--- src/qe_pkg.sv ---
// Shared constants, types and the arctangent table for the ellipticity pipeline.
`default_nettype none

package qe_pkg;

    localparam int MOM_W         = 32;
    localparam int SUM_W         = MOM_W + 2;
    localparam int D_W           = SUM_W + 1;
    localparam int ROOT_W        = 32;
    localparam int RAD_W         = 2 * ROOT_W;
    localparam int REM_W         = ROOT_W + 4;
    localparam int SQ_CELLS      = RAD_W / 2;
    localparam int MAG_CELLS     = 16;
    localparam int DIV_CELLS     = 16;
    localparam int DIV_W         = 52;
    localparam int DVS_W         = 51;
    localparam int FRAC_E        = 14;
    localparam int CORDIC_STAGES = 16;
    localparam int NORM_STEPS    = 6;
    localparam int NORM_MSB      = 40;
    localparam int CM_W          = NORM_MSB + 2;
    localparam int CX_W          = 46;
    localparam int Z_W           = 24;
    localparam int ANG_W         = 14;
    localparam int MAG_W         = 15;
    localparam int E_W           = 16;
    localparam int ANG_LIMIT     = 4500;
    localparam int PIPE_DEPTH    = 3 + SQ_CELLS + 2 + DIV_CELLS + 3 + MAG_CELLS + 1
                                   + NORM_STEPS + CORDIC_STAGES + 1;

    typedef enum logic [1:0] {
        ST_OK     = 2'd0,
        ST_NEGDET = 2'd1,
        ST_ZERO   = 2'd2
    } status_t;

    typedef struct packed {
        logic [REM_W-1:0]  rem;
        logic [ROOT_W-1:0] root;
        logic [RAD_W-1:0]  val;
    } sqrt_t;

    typedef struct packed {
        logic [DIV_W-1:0]     rem;
        logic [DVS_W-1:0]     dv;
        logic [DIV_CELLS-1:0] quo;
    } div_t;

    typedef struct packed {
        logic signed [CX_W-1:0] x;
        logic signed [CX_W-1:0] y;
        logic signed [Z_W-1:0]  z;
    } cordic_t;

    // everything that rides alongside the arithmetic chains
    typedef struct packed {
        logic                    q12neg;
        logic                    cflag;
        logic                    neg;
        logic                    zero;
        logic signed [SUM_W-1:0] sum;
        logic signed [SUM_W-1:0] diff;
        logic signed [SUM_W-1:0] y2;
        logic                    sgn1;
        logic                    sgn2;
        logic                    ovf1;
        logic                    ovf2;
        logic signed [E_W-1:0]   e1;
        logic signed [E_W-1:0]   e2;
        logic [MAG_W-1:0]        em;
        logic signed [CX_W-1:0]  cx;
        logic signed [CX_W-1:0]  cy;
        logic [CM_W-1:0]         cm;
    } side_t;

    // atan(2^-i) in centidegrees, 8 fraction bits
    function automatic logic signed [Z_W-1:0] atan_entry(input logic [4:0] idx);
        logic signed [Z_W-1:0] a;
        unique case (idx)
            5'd0:    a = 24'sd1152000;
            5'd1:    a = 24'sd680065;
            5'd2:    a = 24'sd359328;
            5'd3:    a = 24'sd182400;
            5'd4:    a = 24'sd91554;
            5'd5:    a = 24'sd45822;
            5'd6:    a = 24'sd22916;
            5'd7:    a = 24'sd11459;
            5'd8:    a = 24'sd5730;
            5'd9:    a = 24'sd2865;
            5'd10:   a = 24'sd1432;
            5'd11:   a = 24'sd716;
            5'd12:   a = 24'sd358;
            5'd13:   a = 24'sd179;
            5'd14:   a = 24'sd90;
            5'd15:   a = 24'sd45;
            5'd16:   a = 24'sd22;
            5'd17:   a = 24'sd11;
            5'd18:   a = 24'sd6;
            5'd19:   a = 24'sd3;
            5'd20:   a = 24'sd1;
            5'd21:   a = 24'sd1;
            default: a = 24'sd0;
        endcase
        return a;
    endfunction

endpackage

`default_nettype wire

--- src/qe_cordic_cell.sv ---
// One vectoring CORDIC rotation; shifted operands and angle come from the row.
`default_nettype none

module qe_cordic_cell
    import qe_pkg::*;
(
    input  logic                   aclk,
    input  logic                   en,
    input  cordic_t                cell_in,
    input  logic signed [CX_W-1:0] x_shift,
    input  logic signed [CX_W-1:0] y_shift,
    input  logic signed [Z_W-1:0]  angle,
    output cordic_t                cell_out
);

    cordic_t cell_reg;
    cordic_t cell_next;
    logic    pos;

    always_comb begin
        pos = (cell_in.y > 0);
        if (pos) begin
            cell_next.x = cell_in.x + y_shift;
            cell_next.y = cell_in.y - x_shift;
            cell_next.z = cell_in.z + angle;
        end else begin
            cell_next.x = cell_in.x - y_shift;
            cell_next.y = cell_in.y + x_shift;
            cell_next.z = cell_in.z - angle;
        end
    end

    always_ff @(posedge aclk) begin
        if (en) begin
            cell_reg <= cell_next;
        end
    end

    assign cell_out = cell_reg;

endmodule

`default_nettype wire

--- config.mk ---
export PLATFORM = sky130hd
export DESIGN_NAME = qe_cordic_cell
export DESIGN_NICKNAME = d
export VERILOG_FILES = /design/src/qe_pkg.sv /design/src/qe_cordic_cell.sv
export SDC_FILE = /design/constraint.sdc
export NUM_CORES = 1
export LEC_CHECK = 0
export BUFFER_PORTS_ARGS = -buffer_cell sky130_fd_sc_hd__buf_2
export CORE_UTILIZATION = 48
export CTS_CLUSTER_DIAMETER = 100
export DETAILED_ROUTE_END_ITERATION = 10
export PLACE_DENSITY = 0.84
export SLEW_MARGIN = 20
export SYNTH_ARGS = -nofsm -noshare
export SYNTH_HDL_FRONTEND = slang
export SYNTH_SLANG_ARGS = --single-unit
--- constraint.sdc ---
create_clock -name aclk -period 5.2 [get_ports aclk]
set_input_delay 0.52 -clock aclk [delete_from_list [all_inputs] [get_ports aclk]]
set_output_delay 0.52 -clock aclk [all_outputs]
set_load 0.02 [all_outputs]
==> flow_summary_export.csv <==
group,metric,value,unit
status,status,"complete, no violations",
synth,synth_enable_flop_cells,116,
sta,fin_crit_sh,96.5,%
sta,drv_slew,0,
synth,synth_cell_types,60,
routing,top_layer_used,"met5",
floorplanning,floorplan.initialDensity,49.0,%
floorplanning,coreArea,0.0235,mm2
worst_hold_path,worstHoldStart,"cell_in[24]",
placement,routabilityCongestion,0.978,
critical_path,cp-startpoint,"y_shift[10]",
cells_and_area,syn2layout_area_growth,30.5,%
critical_path,worst-endpoint-required,5.37,ns
routing,final_antenna_net_count,0,
sta,hold_violations,0,
synth,synth_area_leaders,"edfxtp_1 (30%), ha_1 (13%), xnor2_1 (9.1%), xor2_1 (7.2%), a21oi_1 (4.7%)",
power_and_ir_drop,vdd_ir_drop_max,0.206,mV
placement,pre_cts_slack,-0.255,ns
global_routing,antenna_found_initial,7,
cells_and_area,final_cell_mix,"buf_2 (348), xnor2_1 (119), ha_1 (119)",
cts,cts-buffers-inserted,17,
sta,finalSetupTns,0,ns
routing,dr_wl_met2,17400,um
critical_path,cp-start-kind,"input port",
floorplanning,die_width,157,um
routing,dr.pass1.iters,6,
critical_path,worst_ep_arrival_time,5.18,ns
power_and_ir_drop,cellPowerDensity,316,mW/mm2
cts,h-tree-depth,4,
sta,timing.final.ws_setup,0.182,ns
global_routing,grt-ovfl-total,0,
worst_hold_path,min_path_type,"in2reg",
routing,wirelength,35900,um
power_and_ir_drop,power.switching,1.73,mW
placement,io_buffer_count,349,
routing,vias_per_cell,5.77,
floorplanning,ios,350,
cells_and_area,fin_nets,2060,
critical_path,crit_type,"in2reg",
worst_hold_path,hold_depth,2,
cells_and_area,drive_above_1_share,29.9,%
routing,vias,11800,
floorplanning,die_area,0.0246,mm2
floorplanning,dieHeight,157,um
sta,fin_crit,5.02,ns
cts,cts_buffer_depth,2,
placement,hpwl,29000,um
global_routing,grt_pass1_vias,11200,
cts,cts_tree,"done",
cts,clk_pin_slew,0.06,ns
power_and_ir_drop,swShare,36.5,%
synth,syn_nets,1619,
sta,setup_violations,0,
sta,max_freq,199,MHz
routing,drt_iter0_markers,797,
synth,yosysTopAreaCell,"edfxtp_1",
cts,cts_root_buf,"clkbuf_16",
routing,drt-met1-wl,14500,um
routing,wire_per_inst,17.6,um
synth,async_flop_share,0,%
routing,wl_met3,2710,um
critical_path,crit_path_end_kind,"flip-flop",
power_and_ir_drop,pwr-share-comb,42.7,%
synth,yosys_register_bits,116,
floorplanning,rows,56,
global_routing,grt_max_degree,73,
flow_run,maxCapViolCount,0,
power_and_ir_drop,p_clk_share,28.3,%
cells_and_area,final_common_cell,"buf_2",
synth,synth-warning-count,0,
synth,yosysTopAreaCellShare,30.3,%
cells_and_area,largest_reg_flops,116,
synth,synthFlopType,"edfxtp_1",
cts,cts_sinks,116,
routing,drc_errors,0,
power_and_ir_drop,p_int,3.02,mW
power_and_ir_drop,p_seq_share,29.0,%
synth,avgSynthCellArea,9.10,um2
synth,synth_area,0.0115,mm2
power_and_ir_drop,power.leakage,6.86,nW
sta,worst_pin_slew,0.983,ns
critical_path,critPathMaxFanout,4,
synth,synthCells,1263,
global_routing,grt_usage,28.5,%
global_routing,grt_pass1_wl,54500,um
sta,slew_headroom,34.5,%
synth,yosysSeqAreaShare,30.3,%
critical path: stages:
cell	delay (ns)
buf_2	0.10
or4_4	0.52
or3_4	0.38
or3_4	0.40
inv_2	0.06
nand2_2	0.06
or4_4	0.46
or4b_4	0.59
o21ai_2	0.14
xor2_1	0.15
ha_1	0.29
nor2b_1	0.15
o21ai_1	0.13
nand2b_1	0.10
a21o_1	0.17
a21o_1	0.18
a21o_1	0.17
a31oi_2	0.19
nand2b_4	0.18
mux2i_1	0.07
and3_1	0.16
cells by family (layout without fill, tap and decap cells):
| kind of cell | Yosys count | after routing | synth area share (%) |
|---|---|---|---|
| simple gates | 332 | 332 | 14.4 |
| other cells | 0 | 4 | 0 |
| compound gates | 401 | 401 | 22.7 |
| fa+ha+maj | 122 | 122 | 13.5 |
| xor+xnor | 214 | 214 | 16.3 |
| mux | 2 | 2 | 0.174 |
| flops | 116 | 116 | 30.3 |
| buf+inv | 76 | 530 | 2.55 |
metrics by stage:
step                      hold WS (ns)  cell area [um2]  utilization, %  cells  power [mW]
after global routing             0.474            15000            63.9   2039        4.99
after CTS                        0.471            15000            63.8   2036        4.75
after global placement           0.906            14300            61.0   2004        3.34
after floorplan                  0.632            11500               -   1263        2.68
final                            0.479            15000            63.9   2040        4.75
after detailed placement         0.912            14300            61.0   2004        3.38
power by group through the flow:
stage	combinational (mW)	sequential, mW	clock [mW]
6_report	2.03	1.38	1.34
4_1_cts	2.00	1.38	1.36
3_3_place_gp	1.95	1.39	0
2_1_floorplan	1.02	1.66	0
3_5_place_dp	1.99	1.39	0
5_1_grt	2.19	1.39	1.40
synthesized netlist by cell type, drive strengths merged, types with 2 or more instances:
library cell / n
ha: 119
xnor2: 119
edfxtp: 116
a21oi: 108
xor2: 95
nor2: 84
nand2: 82
o21ai: 81
a21o: 65
inv: 50
o31ai: 34
clkbuf: 25
nand3: 25
nor4: 20
o21bai: 20
nand4: 17
nor3: 17
and3: 15
or4: 15
nand2b: 14
nor2b: 14
o41ai: 14
o21a: 13
a31oi: 12
or3: 11
o211ai: 10
or2: 8
a211oi: 6
a21boi: 6
and2: 6
o31a: 4
a311oi: 3
a31o: 3
fa: 3
o221ai: 3
a2111oi: 2
a211o: 2
a221o: 2
mux2i: 2
nand3b: 2
o2111ai: 2
o21ba: 2
repair_timing:
action                                  CTS  global route
hold buffers                              0             0
endpoints found under the hold margin     0             0
resized for setup                         0             4
endpoints found under the setup margin    0             9
buffers inserted                          0             0
layer usage:
layer	vias up	track usage, %
met5	-	0
met4	2	13.4
met3	94	5.84
met2	609	49.3
met1	5456	33.6
li1	5616	-
final timing paths:
check                 slack, ns       endpoint
worst max-delay path       0.18  cell_out[109]
worst min-delay path       0.48   cell_out[24]
layout make-up:
class                           instances  area (um2)
Clock buffer                           17         425
Tap cell                              319         399
Antenna cell                            4        10.0
Clock inverter                         15         228
Multi-Input combinational cell       1071        7780
Timing Repair Buffer                  448        2490
Inverter                               50         188
Fill cell                            1924        8470
Sequential cell                       116        3480
(Power assumes the default switching activity.)
