**src/qe_pkg.sv**
```systemverilog
// Shared constants, types and the arctangent table for the ellipticity pipeline.
`default_nettype none

package qe_pkg;

    localparam int MOM_W         = 32;
    localparam int SUM_W         = MOM_W + 2;
    localparam int D_W           = SUM_W + 1;
    localparam int ROOT_W        = 32;
    localparam int RAD_W         = 2 * ROOT_W;
    localparam int REM_W         = ROOT_W + 4;
    localparam int SQ_CELLS      = RAD_W / 2;
    localparam int MAG_CELLS     = 16;
    localparam int DIV_CELLS     = 16;
    localparam int DIV_W         = 52;
    localparam int DVS_W         = 51;
    localparam int FRAC_E        = 14;
    localparam int CORDIC_STAGES = 16;
    localparam int NORM_STEPS    = 6;
    localparam int NORM_MSB      = 40;
    localparam int CM_W          = NORM_MSB + 2;
    localparam int CX_W          = 46;
    localparam int Z_W           = 24;
    localparam int ANG_W         = 14;
    localparam int MAG_W         = 15;
    localparam int E_W           = 16;
    localparam int ANG_LIMIT     = 4500;
    localparam int PIPE_DEPTH    = 3 + SQ_CELLS + 2 + DIV_CELLS + 3 + MAG_CELLS + 1
                                   + NORM_STEPS + CORDIC_STAGES + 1;

    typedef enum logic [1:0] {
        ST_OK     = 2'd0,
        ST_NEGDET = 2'd1,
        ST_ZERO   = 2'd2
    } status_t;

    typedef struct packed {
        logic [REM_W-1:0]  rem;
        logic [ROOT_W-1:0] root;
        logic [RAD_W-1:0]  val;
    } sqrt_t;

    typedef struct packed {
        logic [DIV_W-1:0]     rem;
        logic [DVS_W-1:0]     dv;
        logic [DIV_CELLS-1:0] quo;
    } div_t;

    typedef struct packed {
        logic signed [CX_W-1:0] x;
        logic signed [CX_W-1:0] y;
        logic signed [Z_W-1:0]  z;
    } cordic_t;

    // everything that rides alongside the arithmetic chains
    typedef struct packed {
        logic                    q12neg;
        logic                    cflag;
        logic                    neg;
        logic                    zero;
        logic signed [SUM_W-1:0] sum;
        logic signed [SUM_W-1:0] diff;
        logic signed [SUM_W-1:0] y2;
        logic                    sgn1;
        logic                    sgn2;
        logic                    ovf1;
        logic                    ovf2;
        logic signed [E_W-1:0]   e1;
        logic signed [E_W-1:0]   e2;
        logic [MAG_W-1:0]        em;
        logic signed [CX_W-1:0]  cx;
        logic signed [CX_W-1:0]  cy;
        logic [CM_W-1:0]         cm;
    } side_t;

    // atan(2^-i) in centidegrees, 8 fraction bits
    function automatic logic signed [Z_W-1:0] atan_entry(input logic [4:0] idx);
        logic signed [Z_W-1:0] a;
        unique case (idx)
            5'd0:    a = 24'sd1152000;
            5'd1:    a = 24'sd680065;
            5'd2:    a = 24'sd359328;
            5'd3:    a = 24'sd182400;
            5'd4:    a = 24'sd91554;
            5'd5:    a = 24'sd45822;
            5'd6:    a = 24'sd22916;
            5'd7:    a = 24'sd11459;
            5'd8:    a = 24'sd5730;
            5'd9:    a = 24'sd2865;
            5'd10:   a = 24'sd1432;
            5'd11:   a = 24'sd716;
            5'd12:   a = 24'sd358;
            5'd13:   a = 24'sd179;
            5'd14:   a = 24'sd90;
            5'd15:   a = 24'sd45;
            5'd16:   a = 24'sd22;
            5'd17:   a = 24'sd11;
            5'd18:   a = 24'sd6;
            5'd19:   a = 24'sd3;
            5'd20:   a = 24'sd1;
            5'd21:   a = 24'sd1;
            default: a = 24'sd0;
        endcase
        return a;
    endfunction

endpackage

`default_nettype wire

```
**src/qe_sqrt_cell.sv**
```systemverilog
// One radix-4 digit of a restoring integer square root.
`default_nettype none

module qe_sqrt_cell
    import qe_pkg::*;
(
    input  logic  aclk,
    input  logic  en,
    input  sqrt_t cell_in,
    output sqrt_t cell_out
);

    sqrt_t            cell_reg;
    sqrt_t            cell_next;
    logic [REM_W-1:0] rem_sh;
    logic [REM_W-1:0] trial;
    logic             ge;

    always_comb begin
        rem_sh = {cell_in.rem[REM_W-3:0], cell_in.val[RAD_W-1 -: 2]};
        trial  = {{(REM_W-ROOT_W-2){1'b0}}, cell_in.root, 2'b01};
        ge     = (rem_sh >= trial);
        cell_next.rem  = ge ? (rem_sh - trial) : rem_sh;
        cell_next.root = {cell_in.root[ROOT_W-2:0], ge};
        cell_next.val  = {cell_in.val[RAD_W-3:0], 2'b00};
    end

    always_ff @(posedge aclk) begin
        if (en) begin
            cell_reg <= cell_next;
        end
    end

    assign cell_out = cell_reg;

endmodule

`default_nettype wire

```
**config.mk**
```make
export PLATFORM = sky130hd
export DESIGN_NAME = qe_sqrt_cell
export DESIGN_NICKNAME = d
export VERILOG_FILES = /design/src/qe_pkg.sv /design/src/qe_sqrt_cell.sv
export SDC_FILE = /design/constraint.sdc
export NUM_CORES = 1
export LEC_CHECK = 0
export BUFFER_PORTS_ARGS = -buffer_cell sky130_fd_sc_hd__buf_2
export CAP_MARGIN = 0
export CORE_ASPECT_RATIO = 2
export CORE_UTILIZATION = 43
export CTS_BUF_LIST = sky130_fd_sc_hd__clkbuf_4 sky130_fd_sc_hd__clkbuf_8 sky130_fd_sc_hd__clkbuf_16
export CTS_CLUSTER_SIZE = 10
export DETAILED_ROUTE_END_ITERATION = 16
export PLACE_DENSITY_LB_ADDON = 0.3
export SLEW_MARGIN = 20
export SYNTH_ARGS = -nofsm -noshare
export SYNTH_HDL_FRONTEND = slang
export SYNTH_SLANG_ARGS = --single-unit
export TNS_END_PERCENT = 100
```
**constraint.sdc**
```tcl
create_clock -name aclk -period 3.2 [get_ports aclk]
set_clock_uncertainty 0.05 [all_clocks]
set_input_delay 0.64 -clock aclk [delete_from_list [all_inputs] [get_ports aclk]]
set_output_delay 0.64 -clock aclk [all_outputs]
set_load 0.01 [all_outputs]
```
==> impl_results.md, run 1 <==
- Drt total wl: roughly 17000 um
- CTS max path bufs: 2
- Worst-path fanout max: 6
- Dpl ws: -0.139 ns
- Critical path arrival: about 3 ns
- Relative slew slack: 0.608
- Fin crit share: 0.927
- Post-synth EDFFs: 130
- Final Setup Violations: 0
- Initial Util: 0.441
- Sequential share of the synthesized area: 0.598
- Io pins: ~270
- Initial antenna violation count: 0
- Yosys warnings: 0
- Final slew viol count: 0
- CTS Root Cell: clkbuf_16
- Worst path bufs/invs: 3
- Crit end category: flop
- Fmax: roughly 0.34 GHz
- Largest net degree at the start of global routing: 74
- TritonCTS clock tree: yes
- Critical setup path kind: input pin to flop
- Slowest cell on the critical path: nor4_2
- Final min period: 2.97 ns
- Cell Chain, Critical Path: buf_2 > inv_1 > ha_1 > nand4_1 > nor4_2 > and3_1 > a21bo_1 > and2_4 > a21oi_4 > buf_4 > mux2_1
- Layout area overhead: 41.5%
- Top_reg_cell synth: edfxtp_1
- Pwr per Cell Area: 584 nW/um2
- GRT overflow: 0
- Leak: 4.16 nW
- Yosys cell types: 60
- Max-cap violations: 0
- Total CTS buffers: 17
- Overall power: ~5.4 mW
- Synth Cell Area: 6530 um2
- Total GRT Usage: 0.219
- Worst-Margin Slew: 0.581 ns
- Gates resized, CTS repair: 0
- GP Congestion: between 0.8 and 0.9
- # clock sinks: 130
- Worst-path clk slew: roughly 0.05 ns
- Most common cell after layout, fill and taps aside: buf_2
- Chip height: 176 um
- Most frequent cells in the layout: 260 x buf_2, 130 x edfxtp_1, 80 x buf_4
- Max reg flops: 130
- Hold Crit Class: input pin to flop
- Drt initial violations: 287
- Drt wl/cell: 15.9 um
- Crit-path leading delay family: simple AND/OR/NAND/NOR gates
- Critical Path Max Stage Delay: 0.41 ns
- Worst Path Required: 3.30 ns
- Final setup margin: 0.232 ns
- Post-route design area: 9240 um2
- Post-CTS Setup Bufs: 0
- Ant diodes: 0
- First drt pass iteration count: 4
- Peak VDD IR: 0.388 mV
- Status: finished, final reports clean
- Final setup TNS: 0 ns
- #FFs+latches synth: 130
- IO buf count: approximately 260
- Number of global-route vias before repair: ~5500
- CTS Hold Buffers Added: 0
- Row count: 63
- Final Hold Fails: 0
- RSZ-0062 raised after global routing: no
- Total core area: 14800 um2
- Synth Instances: between 500 and 600
- Die W: 89.1 um
- Via/cell ratio: 5.04
- Placed wire-length estimate: 13700 um
- Fraction of registers with async set/reset: 0
- Crit start category: input pin
- Die area: 15700 um2
- First-pass GRT wire length: 25600 um
- Routed Antenna Nets: 0
- Syn_area_per_cell: around 12 um2
- DR vias: roughly 5400
- Drt drc: 0
- Nets: 1032
- Final cell count without fillers: 1071
- Layout cells sized above 1: 0.458
- H-Tree Depth: 4
- Placed cells: 1040
- Post-DP Area: 8570 um2
## cell usage after synthesis (7+ instances only)
cell type    n  area [um2]
nor2b_1      7        43.8
nand2_1     31         116
buf_2        8        40.0
a21oi_2     12         105
inv_1       40         150
nor2_1      35         131
nand3_1     10        50.1
o21ai_0     23         115
edfxtp_1   130        3900
xnor2_1     18         158
xor2_1      15         131
clkbuf_1     8        30.0
ha_1        34         425
a21oi_1     47         235
nand4_1     10        62.6
nor3_1       9        45.0
## per-stage QoR
| step | util | hold slack, ns |
|---|---|---|
| finish | 0.624 | 0.349 |
| global route | 0.624 | 0.335 |
| CTS | 0.624 | 0.334 |
| detailed placement | 0.578 | 0.769 |
| global placement | 0.578 | 0.768 |
| floorplan | - | 0.689 |
## layout make-up
class                   count  area, um2
well taps                 195        244
repair buffers            342       1940
fillers                  1213       5580
inverters                  40        150
clock buffers              19        440
flip-flops and latches    130       3900
clock inverters            12        228
multi-input cells         333       2330
## layer usage
layer | global-route usage | up-vias | part of all wire
li1 | - | 2621 | -
met1 | 0.189 | 2487 | 0.32
met2 | 0.437 | 239 | 0.58
met3 | 0.0519 | 46 | 0.062
met4 | 0.110 | 0 | 0.038
met5 | 0 | - | 0
## power breakdown
group / internal (mW) / switching [mW]
registers: 2.09 / 0.0433
clock network: 1.48 / 0.696
logic: 0.504 / 0.582
## cells by family (layout without fill, tap and decap cells)
logic type | Yosys count | count (layout) | synth area share
and+or+nand+nor | 124 | 124 | 0.0960
muxes | 12 | 12 | 0.0207
DFF | 130 | 130 | 0.598
other | 1 | 2 | 0.000574
AOI/OAI and AO/OA | 128 | 128 | 0.130
buffers and inverters | 65 | 413 | 0.0456
adders and majority gates | 34 | 34 | 0.0651
xor gates and xnor gates | 33 | 33 | 0.0443
## final timing paths
kind | endpoint | cells past startpoint | from | slack (ns)
hold / removal | cell_out[52] | 1 | cell_in[50] | 0.35
setup / recovery | cell_out[117] | 11 | cell_in[82] | 0.23
No activity file was read; power rests on OpenSTA's default activity.
==> run 2: changes to the inputs <==
ABC_AREA = 1   (was not set)
==> impl_results.md, run 2 <==
- Drt drc: 0 (unchanged)
- TritonCTS clock tree: yes
- Yosys warnings: 0 (unchanged)
- Worst path bufs/invs: 4 (+1)
- Final setup TNS: 0 ns (unchanged)
- CTS Hold Buffers Added: 0 (unchanged)
- Crit start category: input pin
- Top_reg_cell synth: edfxtp_1
- Post-layout utilization of the core: 0.573 (-0.0506)
- Internal power: 3.61 mW (-11%)
- # clock sinks: 130 (unchanged)
- Peak VDD IR: 0.335 mV (-14%)
- Worst-Margin Slew: 0.540 ns (-0.0410 ns)
- Clock share of power: 0.377 (-0.026)
- Leak: 4.75 nW (+14%)
- Relative slew slack: 0.640 (+0.0314)
- Nets: 1274 (+23%)
- Synth Instances: 826 (+57%)
- Yosys cell types: 29 (-52%)
- Worst Path Required: 3.31 ns (about the same)
- Placed wire-length estimate: 16900 um (+23%)
- Max-cap violations: 0 (unchanged)
- DR vias: 6274 (+16%)
- Chip height: 185 um (+4.8%)
- Max reg flops: 130 (unchanged)
- WHS Endpoint: cell_out[43]
- Cell Chain, Critical Path: buf_2 > inv_1 > ha_1 > nand2_1 > inv_1 > nand2_1 > nand2_1 > a21oi_1 > nand3_2 > nand3_4 > nand2_8 > inv_4 > a21oi_2
- Fin crit share: 0.772 (-0.155)
- Post-CTS Setup Bufs: 0 (unchanged)
- Drt total wl: 20900 um (+23%)
- Number of global-route vias before repair: 6208 (+14%)
- GP Congestion: 0.955 (+7.7%)
- H-Tree Depth: 4 (unchanged)
- Row count: 66 (+4.8%)
- Slowest cell on the critical path: inv_4
- #FFs+latches synth: 130 (unchanged)
- NetSw: 1.41 mW (+6.6%)
- Final min period: 2.47 ns (-0.497 ns)
- Ant diodes: 0 (unchanged)
- Dpl ws: 0.281 ns (+0.420 ns)
- Syn_area_per_cell: 8.69 um2 (-30%)
- Final Hold Fails: 0 (unchanged)
- First drt pass iteration count: 4 (unchanged)
- Synth Cell Area: 7170 um2 (+9.9%)
- Synth area leaders: edfxtp_1 54%, nand2_1 17%, inv_1 6.7%, ha_1 5.9%, nor2_1 3.8%
- Placed cells: 1291 (+24%)
- Hold Path Stages: 1 (unchanged)
- Min-delay src: cell_in[41]
- Logic pwr share: 0.201 (about the same)
- Total GRT Usage: 0.249 (+0.0300)
- Die W: 93.3 um (+4.7%)
- Total core area: 16300 um2 (+9.8%)
- Most frequent cells in the layout: 326 x nand2_1, 260 x buf_2, 130 x edfxtp_1
- Via/cell ratio: 4.75 (-5.8%)
- Layout area overhead: 29.9%
- Hold Crit Class: input pin to flop
- Status: finished, final reports clean
- Count leader, synth: nand2_1
- Initial antenna violation count: 0 (unchanged)
- Crit end category: flop
- Final slew viol count: 0 (unchanged)
- Largest net degree at the start of global routing: 57 (-23%)
- Routed Antenna Nets: 0 (unchanged)
- List of most frequent post-synthesis cells: 326 x nand2_1, 130 x edfxtp_1, 129 x inv_1
- Yosys top cell by area: edfxtp_1
- Total CTS buffers: 17 (unchanged)
- Critical path arrival: 2.58 ns (-0.49 ns)
- Fmax: 0.405 GHz (+20%)
- Worst-path clk slew: 0.06 ns (about the same)
- Post-synth EDFFs: 130 (unchanged)
- Pwr per Cell Area: 538 nW/um2 (-7.8%)
- Die area: 17200 um2 (+9.7%)
- Critical Path Max Stage Delay: 0.36 ns (-0.05 ns)
- Most common cell after layout, fill and taps aside: nand2_1
- Fraction of registers with async set/reset: 0 (unchanged)
- Worst-path fanout max: 35 (+29)
- Io pins: 266 (unchanged)
- CTS max path bufs: 2 (unchanged)
- Initial Util: 0.441 (about the same)
- Fillers: 1545 (+27%)
- First-pass GRT wire length: 31300 um (+22%)
- Layout cells sized above 1: 0.277 (-0.180)
- Critical setup path kind: input pin to flop
- Switching Share: 0.281 (+0.0361)
- Drt wl/cell: 15.8 um (-0.34%)
- Final setup margin: 0.730 ns (+0.497 ns)
- Reg power frac: 0.422 (+0.026)
- CTS Root Cell: clkbuf_16
- IO buf count: 261 (unchanged)
- Final cell count without fillers: 1322 (+23%)
- Gates resized, CTS repair: 0 (unchanged)
- Most used cell, CP: nand2_1
- Drt initial violations: 248 (-14%)
- Synth top area share: 0.544 (-0.0537)
- GRT overflow: 0 (unchanged)
- Stages on worst setup path: 13 (+2)
- RSZ-0062 raised after global routing: no
- Crit-path leading delay family: simple AND/OR/NAND/NOR gates
- Sequential share of the synthesized area: 0.544 (-0.0537)
- Final Setup Violations: 0 (unchanged)
## run 2: worst max-delay path by stage
stage / slack (ns) / start / end
floorplan: 0.87 / cell_in[93] / cell_out[119]
global placement: 0.30 / cell_in[81] / cell_out[130]
detailed placement: 0.28 / cell_in[77] / cell_out[130]
CTS: 0.73 / cell_in[77] / cell_out[130]
global route: 0.47 / cell_in[93] / cell_out[116]
finish: 0.73 / cell_in[81] / cell_out[130]
## run 2: logic make-up (layout without fill, tap and decap cells)
family,count (synthesis),in the layout,synth area share
xor+xnor,18,18,0.0220
simple gates,467,467,0.267
buf+inv,139,430,0.0788
flops,130,130,0.544
fa+ha+maj,34,34,0.0593
compound gates,37,37,0.0286
other cells,1,2,0.000523
## run 2: final cells by class
type	instances	area, um2	share of cell area
Sequential cell	130	3900	0.419
Inverter	131	494	0.0530
Multi-Input combinational cell	558	2710	0.291
Clock inverter	13	139	0.0149
Timing Repair Buffer	268	1390	0.149
Clock buffer	18	433	0.0464
Tap cell	204	255	0.0274
## run 2: power groups by stage
stage / Sequential (mW) / Clock (mW) / Combinational, mW
floorplan: 2.25 / 0 / 0.472
global placement: 2.15 / 0 / 0.996
detailed placement: 2.15 / 0 / 1.01
CTS: 2.12 / 1.92 / 1.02
global route: 2.13 / 1.98 / 1.13
finish: 2.12 / 1.89 / 1.01
## run 2: routing by layer
metal  part of all wire  global-route usage
met5                  0                   0
met4              0.042               0.130
met3              0.061              0.0507
met2               0.58               0.512
met1               0.32               0.213
## run 2: through the flow
stage / instance area [um2] / total power, mW / hold slack [ns]
floorplan: 7180 / 2.73 / 0.689
global placement: 8750 / 3.15 / 0.766
detailed placement: 8750 / 3.17 / 0.768
CTS: 9320 / 5.06 / 0.325
global route: 9320 / 5.24 / 0.328
finish: 9320 / 5.02 / 0.341
