### src/qe_pkg.sv
// Shared constants, types and the arctangent table for the ellipticity pipeline.
`default_nettype none

package qe_pkg;

    localparam int MOM_W         = 32;
    localparam int SUM_W         = MOM_W + 2;
    localparam int D_W           = SUM_W + 1;
    localparam int ROOT_W        = 32;
    localparam int RAD_W         = 2 * ROOT_W;
    localparam int REM_W         = ROOT_W + 4;
    localparam int SQ_CELLS      = RAD_W / 2;
    localparam int MAG_CELLS     = 16;
    localparam int DIV_CELLS     = 16;
    localparam int DIV_W         = 52;
    localparam int DVS_W         = 51;
    localparam int FRAC_E        = 14;
    localparam int CORDIC_STAGES = 16;
    localparam int NORM_STEPS    = 6;
    localparam int NORM_MSB      = 40;
    localparam int CM_W          = NORM_MSB + 2;
    localparam int CX_W          = 46;
    localparam int Z_W           = 24;
    localparam int ANG_W         = 14;
    localparam int MAG_W         = 15;
    localparam int E_W           = 16;
    localparam int ANG_LIMIT     = 4500;
    localparam int PIPE_DEPTH    = 3 + SQ_CELLS + 2 + DIV_CELLS + 3 + MAG_CELLS + 1
                                   + NORM_STEPS + CORDIC_STAGES + 1;

    typedef enum logic [1:0] {
        ST_OK     = 2'd0,
        ST_NEGDET = 2'd1,
        ST_ZERO   = 2'd2
    } status_t;

    typedef struct packed {
        logic [REM_W-1:0]  rem;
        logic [ROOT_W-1:0] root;
        logic [RAD_W-1:0]  val;
    } sqrt_t;

    typedef struct packed {
        logic [DIV_W-1:0]     rem;
        logic [DVS_W-1:0]     dv;
        logic [DIV_CELLS-1:0] quo;
    } div_t;

    typedef struct packed {
        logic signed [CX_W-1:0] x;
        logic signed [CX_W-1:0] y;
        logic signed [Z_W-1:0]  z;
    } cordic_t;

    // everything that rides alongside the arithmetic chains
    typedef struct packed {
        logic                    q12neg;
        logic                    cflag;
        logic                    neg;
        logic                    zero;
        logic signed [SUM_W-1:0] sum;
        logic signed [SUM_W-1:0] diff;
        logic signed [SUM_W-1:0] y2;
        logic                    sgn1;
        logic                    sgn2;
        logic                    ovf1;
        logic                    ovf2;
        logic signed [E_W-1:0]   e1;
        logic signed [E_W-1:0]   e2;
        logic [MAG_W-1:0]        em;
        logic signed [CX_W-1:0]  cx;
        logic signed [CX_W-1:0]  cy;
        logic [CM_W-1:0]         cm;
    } side_t;

    // atan(2^-i) in centidegrees, 8 fraction bits
    function automatic logic signed [Z_W-1:0] atan_entry(input logic [4:0] idx);
        logic signed [Z_W-1:0] a;
        unique case (idx)
            5'd0:    a = 24'sd1152000;
            5'd1:    a = 24'sd680065;
            5'd2:    a = 24'sd359328;
            5'd3:    a = 24'sd182400;
            5'd4:    a = 24'sd91554;
            5'd5:    a = 24'sd45822;
            5'd6:    a = 24'sd22916;
            5'd7:    a = 24'sd11459;
            5'd8:    a = 24'sd5730;
            5'd9:    a = 24'sd2865;
            5'd10:   a = 24'sd1432;
            5'd11:   a = 24'sd716;
            5'd12:   a = 24'sd358;
            5'd13:   a = 24'sd179;
            5'd14:   a = 24'sd90;
            5'd15:   a = 24'sd45;
            5'd16:   a = 24'sd22;
            5'd17:   a = 24'sd11;
            5'd18:   a = 24'sd6;
            5'd19:   a = 24'sd3;
            5'd20:   a = 24'sd1;
            5'd21:   a = 24'sd1;
            default: a = 24'sd0;
        endcase
        return a;
    endfunction

endpackage

`default_nettype wire

### src/qe_div_cell.sv
// One quotient bit of a restoring divider; divisor halves on its way down the row.
`default_nettype none

module qe_div_cell
    import qe_pkg::*;
(
    input  logic aclk,
    input  logic en,
    input  div_t cell_in,
    output div_t cell_out
);

    div_t             cell_reg;
    div_t             cell_next;
    logic [DIV_W-1:0] dv_ext;
    logic             ge;

    always_comb begin
        dv_ext = DIV_W'(cell_in.dv);
        ge     = (cell_in.rem >= dv_ext);
        cell_next.rem = ge ? (cell_in.rem - dv_ext) : cell_in.rem;
        cell_next.dv  = cell_in.dv >> 1;
        cell_next.quo = {cell_in.quo[DIV_CELLS-2:0], ge};
    end

    always_ff @(posedge aclk) begin
        if (en) begin
            cell_reg <= cell_next;
        end
    end

    assign cell_out = cell_reg;

endmodule

`default_nettype wire

### config.mk
export PLATFORM = sky130hd
export DESIGN_NAME = qe_div_cell
export DESIGN_NICKNAME = d
export VERILOG_FILES = /design/src/qe_pkg.sv /design/src/qe_div_cell.sv
export SDC_FILE = /design/constraint.sdc
export NUM_CORES = 1
export LEC_CHECK = 0
export BUFFER_PORTS_ARGS = -buffer_cell sky130_fd_sc_hd__buf_2
export CAP_MARGIN = 20
export CORE_MARGIN = 2
export CORE_UTILIZATION = 40
export CTS_CLUSTER_DIAMETER = 50
export CTS_CLUSTER_SIZE = 20
export DETAILED_ROUTE_END_ITERATION = 16
export HOLD_SLACK_MARGIN = 0.15
export SLEW_MARGIN = 20
export SYNTH_ARGS = -nofsm -noshare
export SYNTH_HDL_FRONTEND = slang
export SYNTH_SLANG_ARGS = --single-unit
### constraint.sdc
create_clock -name aclk -period 6 [get_ports aclk]
set_input_delay 1.2 -clock aclk [delete_from_list [all_inputs] [get_ports aclk]]
set_output_delay 1.2 -clock aclk [all_outputs]
set_load 0.005 [all_outputs]
==> results of run 1 <==
[path summary, 6_finish.rpt]
check,start,endpoint,slack [ns],cells after the start
hold / removal,cell_in[4],cell_out[5],0.96,1
setup / recovery,cell_in[67],cell_out[85],1.96,13
[cell usage in the layout (no fill, tap or decap), types with 5 or more instances in the layout]
cell type and instances:
buf_2 236, o21bai_1 14, mux2_4 6, xnor2_1 26, and3_1 7, a21o_1 18, o21ai_0 32, nor2_1 84
a21oi_1 91, ha_1 51, edfxtp_1 118, nor4_1 5, inv_1 67, nand3_1 15, o21a_1 6, a211oi_1 6
bufinv_16 5, clkbuf_16 17, nand2_1 59, xor2_1 20, and2_1 5, o21ai_1 6, nor3_1 10, nand4_1 13
[power groups by stage]
stage / Clock (mW) / Sequential (mW) / Combinational [mW]
2_1_floorplan: 0 / 1.09 / 0.425
3_5_place_dp: 0 / 1.07 / 0.671
6_report: 1.14 / 1.05 / 0.672
4_1_cts: 1.16 / 1.05 / 0.676
5_1_grt: 1.19 / 1.06 / 0.755
3_3_place_gp: 0 / 1.07 / 0.667
[routing by layer]
layer | vias to the layer above | global-route usage, % | part of all wire, %
met5 | - | 0 | 0
met4 | 0 | 6.04 | 1.8
met3 | 26 | 4.69 | 5.7
met2 | 211 | 30.1 | 44
met1 | 3004 | 27.8 | 48
li1 | 3244 | - | -
[layout make-up]
| type | count | area [um^2] | area share [%] |
|---|---|---|---|
| inverter | 68 | 263 | 2.71 |
| clock buffer | 18 | 429 | 4.43 |
| sequential | 118 | 3540 | 36.6 |
| multi-input combinational | 550 | 3700 | 38.2 |
| timing repair buffer | 238 | 1200 | 12.4 |
| tap | 260 | 325 | 3.36 |
| clock inverter | 14 | 223 | 2.30 |
[logic make-up (layout without fill, tap and decap cells)]
group / Yosys count / in the layout / share of synthesized area [%]
simple gates: 223 / 223 / 14.0
buf+inv: 102 / 338 / 6.60
other cells: 1 / 1 / 0.0484
fa+ha+maj: 52 / 52 / 8.49
mux: 9 / 9 / 1.58
flops: 118 / 118 / 45.7
xor+xnor: 46 / 46 / 5.20
compound gates: 219 / 219 / 18.4
[per-stage QoR]
| stage | util, % | power [mW] | std cells | instance area (um^2) | setup slack, ns |
|---|---|---|---|---|---|
| after floorplan | - | 1.51 | 770 | 7750 | 2.32 |
| after global placement | 47.8 | 1.73 | 1234 | 9030 | 1.60 |
| after detailed placement | 47.8 | 1.74 | 1234 | 9030 | 1.56 |
| after CTS | 51.2 | 2.89 | 1266 | 9680 | 2.00 |
| after global routing | 51.2 | 3.01 | 1266 | 9680 | 1.81 |
| final | 51.2 | 2.86 | 1266 | 9680 | 1.96 |
==> flow_summary.yaml, run 1 <==
power:
  power.net_switching_uw: 801
  switching_share_pct: 28.0
  vdd_drop_max_mv: 0.193
  power.density_cell_area_mw_per_mm2: 296
  clock_power_share_pct: 39.7
  share_seq_of_total_power_pct: 36.8
  pwr-share-comb_pct: 23.5
  cell_internal_pwr_mw: 2.06
  power.static_leakage_nw: 4.29
logic_synthesis:
  syn-cell-area_mm2: 0.00775
  synth_register_bits: 118
  synth-seq-area-share_pct: 45.7
  postSynth.topFlopCell: "edfxtp_1"
  postSynthAreaPerCell_um2: 10.1
  yosysTopAreaCell: "edfxtp_1"
  yosys.cell_count.top_type: "edfxtp_1"
  number_of_library_cell_types_mapped_by_synthesis: 78
  synth.yosys.warnings: 0
  synth_area_leaders: "edfxtp_1 (46%), ha_1 (8.2%), a21oi_1 (5.9%)"
  postSynth.asyncResetShare_pct: 0
  synth-edff-count: 118
  synth.net_count: 943
  syn-instance-count: 770
  netlist_top_cells_count: "edfxtp_1 (118), a21oi_1 (91), nor2_1 (84), inv_1 (67), nand2_1 (59)"
  netlist.area_leader.share_pct: 45.7
timing:
  timing.max_slew.rel_slack_pct: 34.2
  fin_setup_tns_ns: 0
  slew_at_the_pin_closest_to_its_max_slew_limit_ns: 0.987
  unrepaired_setup_endpoints_after_global_routing: "no"
  fin_worst_hold_slack_ns: 0.955
  final_max_slew_viol_count: 0
  achievable_clock_frequency_mhz: 247
  fin_crit_sh_pct: 67.4
  final-hold-violation-count: 0
  setup_viol: 0
  final.min_clock_period_ns: 4.04
floorplanning:
  design.core.area_mm2: 0.0189
  num_io_pins: 240
  die_height_um: 143
  start_util_pct: 41.0
  die_width_um: 143
  placement_rows: 50
  die_area_mm2: 0.0205
setup_path:
  critical-path-slowest-cell: "fa_1"
  critical_path.max_stage_delay_ns: 0.40
  worst_setup_path_end_kind: "register"
  timing.critical_path.max_delay_family: "compound AO/OA/AOI/OAI gates"
  critical_path_required_ns: 6.16
  cells_traversed_along_the_worst_timing_path: "buf_2 -> inv_1 -> ha_1 -> fa_1 -> nand2b_1 -> a21oi_1 -> o21a_1 -> o21ai_1 -> a211oi_2 -> nand4bb_4 -> nand2_4 -> inv_8 -> mux2_2"
  cp_data_arrival_time_ns: 4.21
  startpoint_type: "input port"
  worstPathBufferInverterCount: 3
  crit_fanout: 89
  timing.setup.critical_path_class: "in2reg"
finish:
  largest_reg_flops: 118
  antenna_cells_inserted: 0
  nFillCells: 1872
  final_nets: 1166
  flow.area_growth_from_synthesis_pct: 24.8
  share_of_final_layout_standard_cells_stronger_than_drive_strength_1_pct: 30.3
grt:
  grt_first_pass_wirelength_mm: 31.9
  grt_max_degree: 90
  grt_use_total_pct: 19.7
  grt_pass1_vias: 6331
  grt_antenna_before_repair: 0
  globalRoute.totalOverflow: 0
clocking:
  clk_root_buffer_cell: "clkbuf_16"
  clk_sinks: 118
  post_cts_resize_count: 0
  reg_clk_slew_reported_paths_ns: 0.06
  cts_tree: "done"
  ctsHoldBuffers: 0
  cts_htree_levels: 4
  clock_tree_buf_depth: 2
  cts_buffers: 17
  post-cts-setup-buffers: 0
drt:
  dr.pass1.iters: 4
  postRouteWirelength_mm: 19.9
  avgViaCountPerCell: 5.12
  drc_violation_count_after_routing: 0
  routedWlPerCell_um: 15.7
  dr_total_vias: 6485
  final_antenna_net_count: 0
  initialDrtViolationCount: 429
status:
  run_status: "complete, no violations"
placed_design:
  io_buf_count: 237
  hpwl_mm: 15.2
  routabilityCongestion: 0.863
hold_path:
  holdCritPathClass: "in2reg"
flow_run:
  max_cap_violations: 0
(Power assumes the default switching activity.)
==> run 2, diff against run 1 <==
--- a/config.mk
+++ b/config.mk
@@ -13,6 +13,7 @@
 export CTS_CLUSTER_SIZE = 20
 export DETAILED_ROUTE_END_ITERATION = 16
 export HOLD_SLACK_MARGIN = 0.15
+export PLACE_DENSITY = 0.67
 export SLEW_MARGIN = 20
 export SYNTH_ARGS = -nofsm -noshare
 export SYNTH_HDL_FRONTEND = slang
==> constraint.sdc (replaced) <==
create_clock -name aclk -period 3.35 [get_ports aclk]
set_input_delay 0.67 -clock aclk [delete_from_list [all_inputs] [get_ports aclk]]
set_output_delay 0.67 -clock aclk [all_outputs]
set_load 0.005 [all_outputs]
==> run 2 against run 1 <==
Compared with the run above: global-route usage up 0.86 points; clock-buffer cell count is 1 lower; clock power rose by 72%; largest cell class unchanged; largest power group unchanged.
==> flow_summary.yaml, run 2 (same netlist as run 1, synthesis figures left out) <==
drt:
  dr.pass1.iters: 6
  postRouteWirelength_mm: 21.2
  routedWlPerCell_um: 15.7
  drc_violation_count_after_routing: 0
  dr_total_vias: 6784
  initialDrtViolationCount: 411
  avgViaCountPerCell: 5.02
  final_antenna_net_count: 0
timing:
  final_max_slew_viol_count: 0
  slew_at_the_pin_closest_to_its_max_slew_limit_ns: 0.626
  final-hold-violation-count: 0
  unrepaired_setup_endpoints_after_global_routing: "no"
  achievable_clock_frequency_mhz: 325
  setup_viol: 0
  timing.max_slew.rel_slack_pct: 58.3
  fin_crit_sh_pct: 91.7
  final.min_clock_period_ns: 3.07
setup_path:
  timing.critical_path.mode_cell: "a21oi_1"
  critical_path.max_stage_delay_ns: 0.33
  startpoint_type: "input port"
  cp_data_arrival_time_ns: 3.24
  worstPathBufferInverterCount: 3
  crit_fanout: 3
  timing.setup.critical_path_class: "in2reg"
  timing.critical_path.max_delay_family: "compound AO/OA/AOI/OAI gates"
  worst_setup_path_end_kind: "register"
  cells_traversed_along_the_worst_timing_path: "buf_2 -> inv_1 -> ha_1 -> a21oi_1 -> o221ai_1 -> a21boi_0 -> a211oi_1 -> buf_4 -> o21ai_1 -> a211o_1 -> a21oi_1 -> or3_1 -> a31o_1"
  critical-path-slowest-cell: "a21boi_0"
  critical_path_required_ns: 3.52
clocking:
  clock_tree_buf_depth: 2
  cts_tree: "done"
  cts_buffers: 17
  clk_sinks: 118
  ctsHoldBuffers: 0
  post_cts_resize_count: 0
  cts_htree_levels: 4
  post-cts-setup-buffers: 0
  clk_root_buffer_cell: "clkbuf_16"
  reg_clk_slew_reported_paths_ns: 0.06
grt:
  grt_max_degree: 53
  grt_antenna_before_repair: 1
  grt_use_total_pct: 20.6
  grt_pass1_vias: 6768
  grt_first_pass_wirelength_mm: 33.1
  globalRoute.totalOverflow: 0
finish:
  layout.cells.most_common_list: "buf_2 (236), edfxtp_1 (118), a21oi_1 (91)"
  share_of_final_layout_standard_cells_stronger_than_drive_strength_1_pct: 35.7
  final_std_cell_area_no_fill_mm2: 0.0103
  largest_reg_flops: 118
  layout_commonest_cell: "buf_2"
  flow.area_growth_from_synthesis_pct: 33.0
  nFillCells: 1795
  antenna_cells_inserted: 0
  layout.cells.non_filler: 1352
  final_nets: 1252
floorplanning:
  die_width_um: 143
  placement_rows: 50
  start_util_pct: 41.0
  num_io_pins: 240
  die_area_mm2: 0.0205
  design.core.area_mm2: 0.0189
  die_height_um: 143
hold_path:
  worst_hold_startpoint: "cell_in[3]"
  min_delay_path_depth: 1
  holdCritPathClass: "in2reg"
  timing.hold.worst_endpoint: "cell_out[4]"
placed_design:
  routabilityCongestion: 0.895
  hpwl_mm: 16.7
  numPlacedInstances: 1320
  postPlaceCellArea_mm2: 0.00968
  io_buf_count: 237
power:
  power.density_cell_area_mw_per_mm2: 505
  vdd_drop_max_mv: 0.357
  power.static_leakage_nw: 4.68
  post-layout-total-power_mw: 5.20
flow_run:
  max_cap_violations: 0
status:
  run_status: "complete, no violations"
==> run 2: report_power, final <==
part	switching (mW)	leakage (nW)	internal, mW	total (mW)
registers	0.0417	1.16	1.85	1.89
logic	0.732	3.24	0.623	1.35
clock network	0.713	0.288	1.25	1.96
==> run 2: cell type report <==
type,instances,area [um^2],share of cell area (%)
inverter,68,263,2.55
clock inverter,15,200,1.94
multi-input combinational,550,3700,35.9
clock buffer,17,425,4.13
sequential,118,3540,34.4
timing repair buffer,324,1850,18.0
tap,260,325,3.16
==> run 2: worst max-delay path by stage <==
stage / slack (ns) / to / depth (start not counted) / startpoint
after floorplan: 0.20 / cell_out[103] / 13 / cell_in[67]
after global placement: -0.08 / cell_out[85] / 13 / cell_in[67]
after detailed placement: -0.11 / cell_out[85] / 12 / cell_in[16]
after CTS: 0.31 / cell_out[84] / 13 / cell_in[16]
after global routing: 0.10 / cell_out[84] / 14 / cell_in[67]
final: 0.28 / cell_out[112] / 13 / cell_in[24]
==> run 2: stage by stage <==
step                      util (%)  worst slack [ns]  setup TNS, ns  hold slack, ns
after floorplan                  -             0.202              0           0.769
after global placement        51.3           -0.0799          -1.87           0.846
after detailed placement      51.3            -0.107          -3.12           0.848
after CTS                     54.6             0.306              0           0.399
after global routing          54.6             0.100              0           0.404
final                         54.6             0.277              0           0.422
==> run 2: metal layers <==
metal	GRT usage (%)	wire (um)	up-vias
met5	0	13	-
met4	7.22	371	2
met3	3.55	965	26
met2	33.6	9990	190
met1	27.7	9820	3153
li1	-	-	3413
==> run 3, diff against run 2 <==
--- a/config.mk
+++ b/config.mk
@@ -7,7 +7,6 @@
 export LEC_CHECK = 0
 export BUFFER_PORTS_ARGS = -buffer_cell sky130_fd_sc_hd__buf_2
 export CAP_MARGIN = 20
-export CORE_MARGIN = 2
 export CORE_UTILIZATION = 40
 export CTS_CLUSTER_DIAMETER = 50
 export CTS_CLUSTER_SIZE = 20
==> run 3 against run 2 <==
Compared with the run above: worst setup slack gained 0.021 ns; design area is essentially flat; clock-buffer cell count grew 1; combinational power is essentially flat; critical path depth grew 1; global-route usage grew 0.96 points; total power shrank 1.7%; critical path type unchanged; critical endpoint is now cell_out[67]; largest cell class unchanged; largest power group is now sequential cells.
==> flow_summary.yaml, run 3 (same netlist as run 1, synthesis figures left out) <==
status:
  run_status: "complete, no violations"
floorplanning:
  placement_rows: 50
  die_height_um: 141
  start_util_pct: 41.2
  die_width_um: 141
  num_io_pins: 240
  design.core.area_mm2: 0.0188
  die_area_mm2: 0.0199
finish:
  flow.area_growth_from_synthesis_pct: 33.1
  largest_reg_flops: 118
  antenna_cells_inserted: 0
  postLayoutCoreUtil_pct: 54.8
  layout_commonest_cell: "buf_2"
  share_of_final_layout_standard_cells_stronger_than_drive_strength_1_pct: 36.0
  layout.cells.most_common_list: "buf_2 (236), edfxtp_1 (118), buf_4 (93)"
  final_nets: 1258
clocking:
  cts_tree: "done"
  post_cts_resize_count: 0
  clock_tree_buf_depth: 2
  ctsHoldBuffers: 0
  post-cts-setup-buffers: 0
  cts_buffers: 17
  clk_sinks: 118
  reg_clk_slew_reported_paths_ns: 0.06
  clk_root_buffer_cell: "clkbuf_16"
  cts_htree_levels: 4
setup_path:
  launching_instance_or_port_of_the_critical_path: "cell_in[67]"
  cells_traversed_along_the_worst_timing_path: "buf_2 -> inv_1 -> ha_1 -> fa_1 -> nand2b_1 -> a21oi_1 -> o21a_1 -> o21ai_1 -> a211oi_2 -> nand4bb_4 -> nand2_4 -> inv_8 -> buf_4 -> a21oi_1"
  critical_path_required_ns: 3.52
  crit_fanout: 20
  critical-path-slowest-cell: "fa_1"
  cp_data_arrival_time_ns: 3.22
  startpoint_type: "input port"
  timing.setup.critical_path_class: "in2reg"
  timing.critical_path.mode_cell: "a21oi_1"
  critical_path.max_stage_delay_ns: 0.41
  worst_setup_path_end_kind: "register"
grt:
  globalRouteMet3Util_pct: 4.99
  grt_pass1_vias: 6916
  gr-usage-met1_pct: 27.9
  grt_max_degree: 52
  grt_use_total_pct: 21.5
  grt_first_pass_wirelength_mm: 33.5
  grt_use_met2_pct: 35.0
  globalRoute.totalOverflow: 0
  grt_antenna_before_repair: 0
  globalRoute.busiestLayer: "met2"
drt:
  postRouteWirelength_mm: 20.9
  dr.pass1.iters: 5
  final_antenna_net_count: 0
  initialDrtViolationCount: 457
  avgViaCountPerCell: 5.00
  drc_violation_count_after_routing: 0
  routedWlPerCell_um: 15.4
  dr_total_vias: 6793
timing:
  setup_viol: 0
  final_max_slew_viol_count: 0
  achievable_clock_frequency_mhz: 328
  fin_crit_sh_pct: 91.1
  fin_setup_tns_ns: 0
  setup_ws_ns: 0.298
  final-hold-violation-count: 0
  final.min_clock_period_ns: 3.05
  unrepaired_setup_endpoints_after_global_routing: "no"
  slew_at_the_pin_closest_to_its_max_slew_limit_ns: 0.637
  timing.max_slew.rel_slack_pct: 57.6
power:
  power.static_leakage_nw: 4.71
  power.density_cell_area_mw_per_mm2: 496
  vdd_drop_max_mv: 0.386
hold_path:
  worst_hold_startpoint: "cell_in[10]"
  holdCritPathClass: "in2reg"
  min_delay_path_depth: 1
placed_design:
  io_buf_count: 237
  place_ws_ns: -0.145
  routabilityCongestion: 0.880
  hpwl_mm: 16.3
flow_run:
  max_cap_violations: 0
run 3: area by class of cell:
cell class / count / area (um^2)
fill: 1709 / 8510
multi-input combinational: 550 / 3700
sequential: 118 / 3540
timing repair buffer: 330 / 1900
clock buffer: 18 / 429
tap: 260 / 325
inverter: 68 / 263
clock inverter: 14 / 160
run 3: final timing paths:
| kind | to |
|---|---|
| worst max-delay path | cell_out[67] |
| worst min-delay path | cell_out[11] |
run 3: worst max-delay path: cells and delay by family:
family | cells | cell delay (ns)
buffers and inverters | 4 | 0.56
adders and majority gates | 2 | 0.61
AOI/OAI and AO/OA | 5 | 0.90
and+or+nand+nor | 3 | 0.47
run 3: power by group:
group / internal, mW / total (mW) / switching [mW]
Combinational: 0.633 / 1.37 / 0.737
Sequential: 1.85 / 1.89 / 0.0391
Clock: 1.16 / 1.86 / 0.697
Total: 3.64 / 5.11 / 1.47
run 3: routing by layer:
layer,share of wire [%],routed length [um]
met1,46,9570
met2,46,9640
met3,6.0,1250
met4,2.1,429
met5,0,0
run 3: per-stage QoR:
stage	hold slack (ns)	area [um^2]	std cells	total power, mW
finish	0.418	10300	1358	5.11
global route	0.395	10300	1358	5.36
CTS	0.403	10300	1358	5.15
detailed placement	0.849	9730	1326	3.27
global placement	0.846	9730	1326	3.25
floorplan	0.769	7750	770	2.71
